--- config.mk ---
export PLATFORM = sky130hd
export DESIGN_NAME = mds_cell
export DESIGN_NICKNAME = d
export VERILOG_FILES = /design/src/hw/rtl/mds_pkg.sv /design/src/hw/rtl/mds_cell.sv
export SDC_FILE = /design/constraint.sdc
export NUM_CORES = 1
export LEC_CHECK = 0
export BUFFER_PORTS_ARGS = -buffer_cell sky130_fd_sc_hd__buf_2
export CORE_MARGIN = 1
export CORE_UTILIZATION = 50
export CTS_BUF_LIST = sky130_fd_sc_hd__clkbuf_8
export DETAILED_ROUTE_END_ITERATION = 16
export GPL_TIMING_DRIVEN = 0
export HOLD_SLACK_MARGIN = 0.05
export PLACE_DENSITY = 0.8
export REMOVE_ABC_BUFFERS = 1
export SKIP_LAST_GASP = 1
export SYNTH_ARGS = -nofsm -noshare
export SYNTH_HDL_FRONTEND = slang
export SYNTH_SLANG_ARGS = --single-unit
--- constraint.sdc ---
create_clock -name clk -period 3.9 [get_ports clk]
set_input_delay 0 -clock clk [delete_from_list [all_inputs] [get_ports clk]]
set_output_delay 0 -clock clk [all_outputs]
set_load 0.1 [all_outputs]
--- src/hw/rtl/mds_pkg.sv ---
// Shared types for the matrix diagonal sorter
package mds_pkg;

    localparam int CFG_W     = 4;
    localparam int CFG_IDX_W = 4;

    localparam logic [CFG_IDX_W-1:0] REG_ROW_COUNT = 4'd0;
    localparam logic [CFG_IDX_W-1:0] REG_COL_COUNT = 4'd1;

    typedef struct packed {
        logic shift;    // unload: every cell takes its right neighbor's word
    } cell_ctrl_t;

endpackage

--- src/hw/rtl/mds_cell.sv ---
// One insertion cell: keeps the smaller key, hands the larger one right
module mds_cell
    import mds_pkg::*;
#(
    parameter int DGW = 4,
    parameter int DATA_WIDTH = 32
)
(
    input  logic                  clk,
    input  logic                  rst_n,
    input  cell_ctrl_t            ctrl,
    input  logic                  in_valid,
    input  logic [DGW-1:0]        in_diag,
    input  logic [DATA_WIDTH-1:0] in_value,
    input  logic                  nb_valid,
    input  logic [DGW-1:0]        nb_diag,
    input  logic [DATA_WIDTH-1:0] nb_value,
    output logic                  held_valid,
    output logic [DGW-1:0]        held_diag,
    output logic [DATA_WIDTH-1:0] held_value,
    output logic                  pass_valid,
    output logic [DGW-1:0]        pass_diag,
    output logic [DATA_WIDTH-1:0] pass_value
);

    logic                  hv_reg, hv_next, pv_reg, pv_next;
    logic [DGW-1:0]        hd_reg, hd_next, pd_reg, pd_next;
    logic [DATA_WIDTH-1:0] hval_reg, hval_next, pval_reg, pval_next;
    logic [DGW+DATA_WIDTH-1:0] in_key, held_key;

    // flip the sign bit so unsigned order is signed order
    assign in_key   = {in_diag, ~in_value[DATA_WIDTH-1], in_value[DATA_WIDTH-2:0]};
    assign held_key = {hd_reg, ~hval_reg[DATA_WIDTH-1], hval_reg[DATA_WIDTH-2:0]};

    always_comb
    begin
        hv_next   = hv_reg;
        hd_next   = hd_reg;
        hval_next = hval_reg;
        pv_next   = 1'b0;
        pd_next   = pd_reg;
        pval_next = pval_reg;
        if (ctrl.shift)
        begin
            hv_next   = nb_valid;
            hd_next   = nb_diag;
            hval_next = nb_value;
        end
        else if (in_valid)
        begin
            if (!hv_reg)
            begin
                hv_next   = 1'b1;
                hd_next   = in_diag;
                hval_next = in_value;
            end
            else if (in_key < held_key)
            begin
                hd_next   = in_diag;
                hval_next = in_value;
                pv_next   = 1'b1;
                pd_next   = hd_reg;
                pval_next = hval_reg;
            end
            else
            begin
                pv_next   = 1'b1;
                pd_next   = in_diag;
                pval_next = in_value;
            end
        end
    end

    always_ff @(posedge clk or negedge rst_n)
    begin
        if (!rst_n)
        begin
            hv_reg <= 1'b0;
            pv_reg <= 1'b0;
        end
        else
        begin
            hv_reg <= hv_next;
            pv_reg <= pv_next;
        end
    end

    always_ff @(posedge clk)
    begin
        hd_reg   <= hd_next;
        hval_reg <= hval_next;
        pd_reg   <= pd_next;
        pval_reg <= pval_next;
    end

    assign held_valid = hv_reg;
    assign held_diag  = hd_reg;
    assign held_value = hval_reg;
    assign pass_valid = pv_reg;
    assign pass_diag  = pd_reg;
    assign pass_value = pval_reg;

endmodule

==> results of run 1 <==
stage by stage:
stage                     hold WS, ps  TNS [ps]  utilization, %
after floorplan                -295.6    -39690               -
after global placement         -214.5    -55670           62.74
after detailed placement       -212.9         0           63.47
kinds of logic after synthesis:
logic type               after synthesis  synth area share (%)
AND/OR/NAND/NOR                       31                 4.024
flip-flops                            74                 53.49
multiplexers                          71                 21.97
adder cells (fa/ha/maj)               35                 10.59
AO/OA/AOI/OAI                         30                 4.478
buffers and inverters                 45                 5.446
==> results.sh, run 1 <==
export IMPL_status="aborted with a tool error"
export IMPL_stop_stage="clock tree synthesis"
export IMPL_error="[ERROR RSZ-0060] Max buffer count reached."
export IMPL_synth_flop_cell="edfxtp_1"
export IMPL_ys_seq_area_share_pct=53.49
export IMPL_postCtsSetupBuffers=0
export IMPL_die_w_um=92.94
export IMPL_synth_most_common_cell="edfxtp_1"
export IMPL_gp_congestion=0.7609
export IMPL_dp_slack_ps=299.1
export IMPL_cts_buffers=9
export IMPL_synth_area_leader_cell="edfxtp_1"
export IMPL_synthDistinctLibCells=27
export IMPL_async_flop_share_pct=2.703
export IMPL_cts_hold_buffers=110
export IMPL_ys_seq_elements=74
export IMPL_post_cts_resized=0
export IMPL_die_height_um=92.94
export IMPL_ys_top_cells_by_count="edfxtp_1, mux2_2, inv_1, ha_1, mux2_4"
export IMPL_portBuffers=150
export IMPL_boundaryPins=151
export IMPL_place_hpwl_um=6520
export IMPL_netlist_area_leader_share_pct=52.28
export IMPL_rows=32
export IMPL_start_util_pct=52.69
export IMPL_synth_area_per_cell_um2=14.46
export IMPL_cts_buffer_depth=2
export IMPL_placed_cell_area_mm2=0.004981
export IMPL_dpl_cell_count=531
export IMPL_syn_inst=286
export IMPL_synth_edff_count=72
export IMPL_yosys_warnings=0
export IMPL_netlist_area_mm2=0.004135
export IMPL_clockRootBuffer="clkbuf_8"
export IMPL_synth_area_leaders="edfxtp_1, mux2_2, ha_1"
export IMPL_htree_num_levels=3
export IMPL_cts_num_sinks=74
==> inputs of run 2 (changes only) <==
CORE_UTILIZATION = 35   (was 50)
CTS_BUF_LIST = not set   (was sky130_fd_sc_hd__clkbuf_8)
HOLD_SLACK_MARGIN = not set   (was 0.05)
PLACE_DENSITY = not set   (was 0.8)
PLACE_DENSITY_LB_ADDON = 0.15   (was not set)
==> results.sh, run 2 <==
export IMPL_skew_ps=7.347
export IMPL_ys_seq_elements=74
export IMPL_r2r_start="held_value[18]$_DFFE_PP_"
export IMPL_grt_pass1_vias=3376
export IMPL_first_iter_violations=98
export IMPL_die_w_um=110.7
export IMPL_worst_setup_path_start_kind="flip-flop"
export IMPL_cts_num_sinks=74
export IMPL_synth_mux_area_share_pct=21.97
export IMPL_post_cts_resized=0
export IMPL_portBuffers=150
export IMPL_grt_usage_pct=17.75
export IMPL_cts_tree="yes"
export IMPL_period_minus_slack_ps=3615
export IMPL_synth_area_leader_cell="edfxtp_1"
export IMPL_layout_commonest_cell="buf_2"
export IMPL_async_flop_share_pct=2.703
export IMPL_yosys_warnings=0
export IMPL_r2r_end="held_value[25]$_DFFE_PP_"
export IMPL_synth_compound_area_share_pct=4.478
export IMPL_hold_class="in -> reg"
export IMPL_finalMaxSlewViolations=0
export IMPL_r2r_setup_slack_ps=290
export IMPL_syn_inst=286
export IMPL_netlist_area_mm2=0.004135
export IMPL_cts_buffers=9
export IMPL_htree_num_levels=3
export IMPL_antenna_found_initial=0
export IMPL_core_area_mm2=0.01147
export IMPL_ant_nets=0
export IMPL_area_growth_pct=51.23
export IMPL_p_per_area_mw_per_mm2=436.9
export IMPL_netlist_area_leader_share_pct=52.28
export IMPL_synth_adder_area_share_pct=10.59
export IMPL_dieArea_mm2=0.01225
export IMPL_grt_max_degree=44
export IMPL_num_antenna_cells=0
export IMPL_layout_setup_ws_ps=285.3
export IMPL_final_hold_viol_count=0
export IMPL_insertion_delay_ps=340
export IMPL_worst_slew_pin_slew_ps=1064
export IMPL_ys_top_cells_by_count="edfxtp_1, mux2_2, inv_1, ha_1, mux2_4"
export IMPL_drc_errors=0
export IMPL_final_cell_mix="buf_2, dlygate4sd3_1, edfxtp_1"
export IMPL_power_leakage_nw=2.862
export IMPL_vias=3208
export IMPL_synthDistinctLibCells=27
export IMPL_die_height_um=110.7
export IMPL_endpoint_kind="flip-flop"
export IMPL_drv_cap=0
export IMPL_r2r_cells=9
export IMPL_dp_slack_ps=211.4
export IMPL_rsz0062_at_grt="no"
export IMPL_grt_first_pass_wirelength_um=16680
export IMPL_synth_xor_area_share_pct=0
export IMPL_worstHoldEndpoint="pass_diag[2]$_DFFE_PP_"
export IMPL_fin_crit_sh_pct=92.68
export IMPL_wl_per_cell_um=15.29
export IMPL_cts_buffer_depth=2
export IMPL_ys_seq_area_share_pct=53.49
export IMPL_min_from="in_diag[2]"
export IMPL_n_fill_cell=985
export IMPL_path_class="reg -> reg"
export IMPL_boundaryPins=151
export IMPL_crit_arrival_ps=3660
export IMPL_final_util_pct=54.53
export IMPL_status="finished clean"
export IMPL_layout_drive_gt1_share_pct=44.44
export IMPL_layout_nets=648
export IMPL_min_delay_path_depth=2
export IMPL_firstDrtPassIters=4
export IMPL_wl_um=10440
export IMPL_rows=39
export IMPL_synth_most_common_cell="edfxtp_1"
export IMPL_irDropWorstVdd_uv=253.1
export IMPL_cp_max_fo=20
export IMPL_relSlewSlack_pct=29.07
export IMPL_grt_overflow=0
export IMPL_clkTransAtPathRegs_ps=50
export IMPL_start_util_pct=36.06
export IMPL_synth_area_per_cell_um2=14.46
export IMPL_place_hpwl_um=6741
export IMPL_setup_viol=0
export IMPL_synthSimpleGateAreaFrac_pct=4.024
export IMPL_synth_edff_count=72
export IMPL_gp_congestion=0.7056
export IMPL_fmax_mhz=276.7
export IMPL_via_per_inst=4.697
export IMPL_synth_area_leaders="edfxtp_1, mux2_2, ha_1"
export IMPL_critPathRequiredTime_ps=3940
export IMPL_synth_flop_cell="edfxtp_1"
export IMPL_synth_top_family_by_area="multiplexers"
export IMPL_clockRootBuffer="clkbuf_16"
## run 2: final cells by class
cell class                      count  area [µm²]  area share [%]
Clock inverter                      6       25.02          0.4002
Clock buffer                        9       225.2           3.601
Timing Repair Buffer              248        1769           28.29
Sequential cell                    74        2212           35.37
Inverter                           36       135.1           2.161
Tap cell                          143       178.9           2.861
Multi-Input combinational cell    167        1708           27.31
## run 2: per-stage QoR
step	total power [mW]	hold WS, ps	TNS [ps]	cells	cell area (µm²)
5_1_grt	2.854	9.651	0	683	6254
4_1_cts	2.756	0.5832	0	683	6254
6_report	2.732	7.940	0	683	6254
2_1_floorplan	1.750	-295.6	-39690	277	4045
3_3_place_gp	1.926	-214.3	-85280	570	4975
3_5_place_dp	1.936	-211.4	0	573	5052
## run 2: worst max path at each step
stage / startpoint / end / slack [ps] / cells after the start
5_1_grt: held_value[17]$_DFFE_PP_ / held_value[24]$_DFFE_PP_ / 30 / 9
3_3_place_gp: held_value[18]$_DFFE_PP_ / held_value[26]$_DFFE_PP_ / -1960 / 8
3_5_place_dp: held_value[17]$_DFFE_PP_ / held_value[25]$_DFFE_PP_ / 210 / 9
2_1_floorplan: held_value[18]$_DFFE_PP_ / held_diag[0]$_DFFE_PP_ / -980 / 8
4_1_cts: held_value[17]$_DFFE_PP_ / held_value[6]$_DFFE_PP_ / 190 / 9
6_report: held_value[18]$_DFFE_PP_ / held_value[25]$_DFFE_PP_ / 290 / 9
## run 2: per-layer routing
metal	vias to the layer above	track usage, %	share of wire, %
li1	1567	-	-
met1	1516	21.32	43
met2	109	29.61	49
met3	16	4.811	5.8
met4	0	8.089	2.1
met5	-	0	0
## run 2: kinds of logic (layout without fill, tap and decap cells)
family	count (synthesis)	after routing
adder cells (fa/ha/maj)	35	35
flip-flops	74	74
multiplexers	71	71
AND/OR/NAND/NOR	31	31
buffers and inverters	45	299
AO/OA/AOI/OAI	30	30
## run 2: where the power goes
group	total (mW)	leakage (nW)	switching [mW]	internal, mW
Sequential	1.00	0.718	0.0358	0.968
Combinational	0.997	2.02	0.664	0.332
Clock	0.732	0.125	0.316	0.416
## run 2: timing repair
item | 4_1_cts | 5_1_grt
setup endpoints to repair | 0 | 0
setup buffers | 0 | 0
hold endpoints to repair | 71 | 0
hold buffers | 95 | 0
## run 2: critical path: stages (launching register included)
cell	delay (ps)
edfxtp_1	410
inv_1	70
ha_1	250
nand4_1	190
nor3_1	140
a221o_1	310
o31ai_1	240
and4_2	790
o22a_2	640
buf_12	250
No activity file was read; power rests on OpenSTA's default activity.
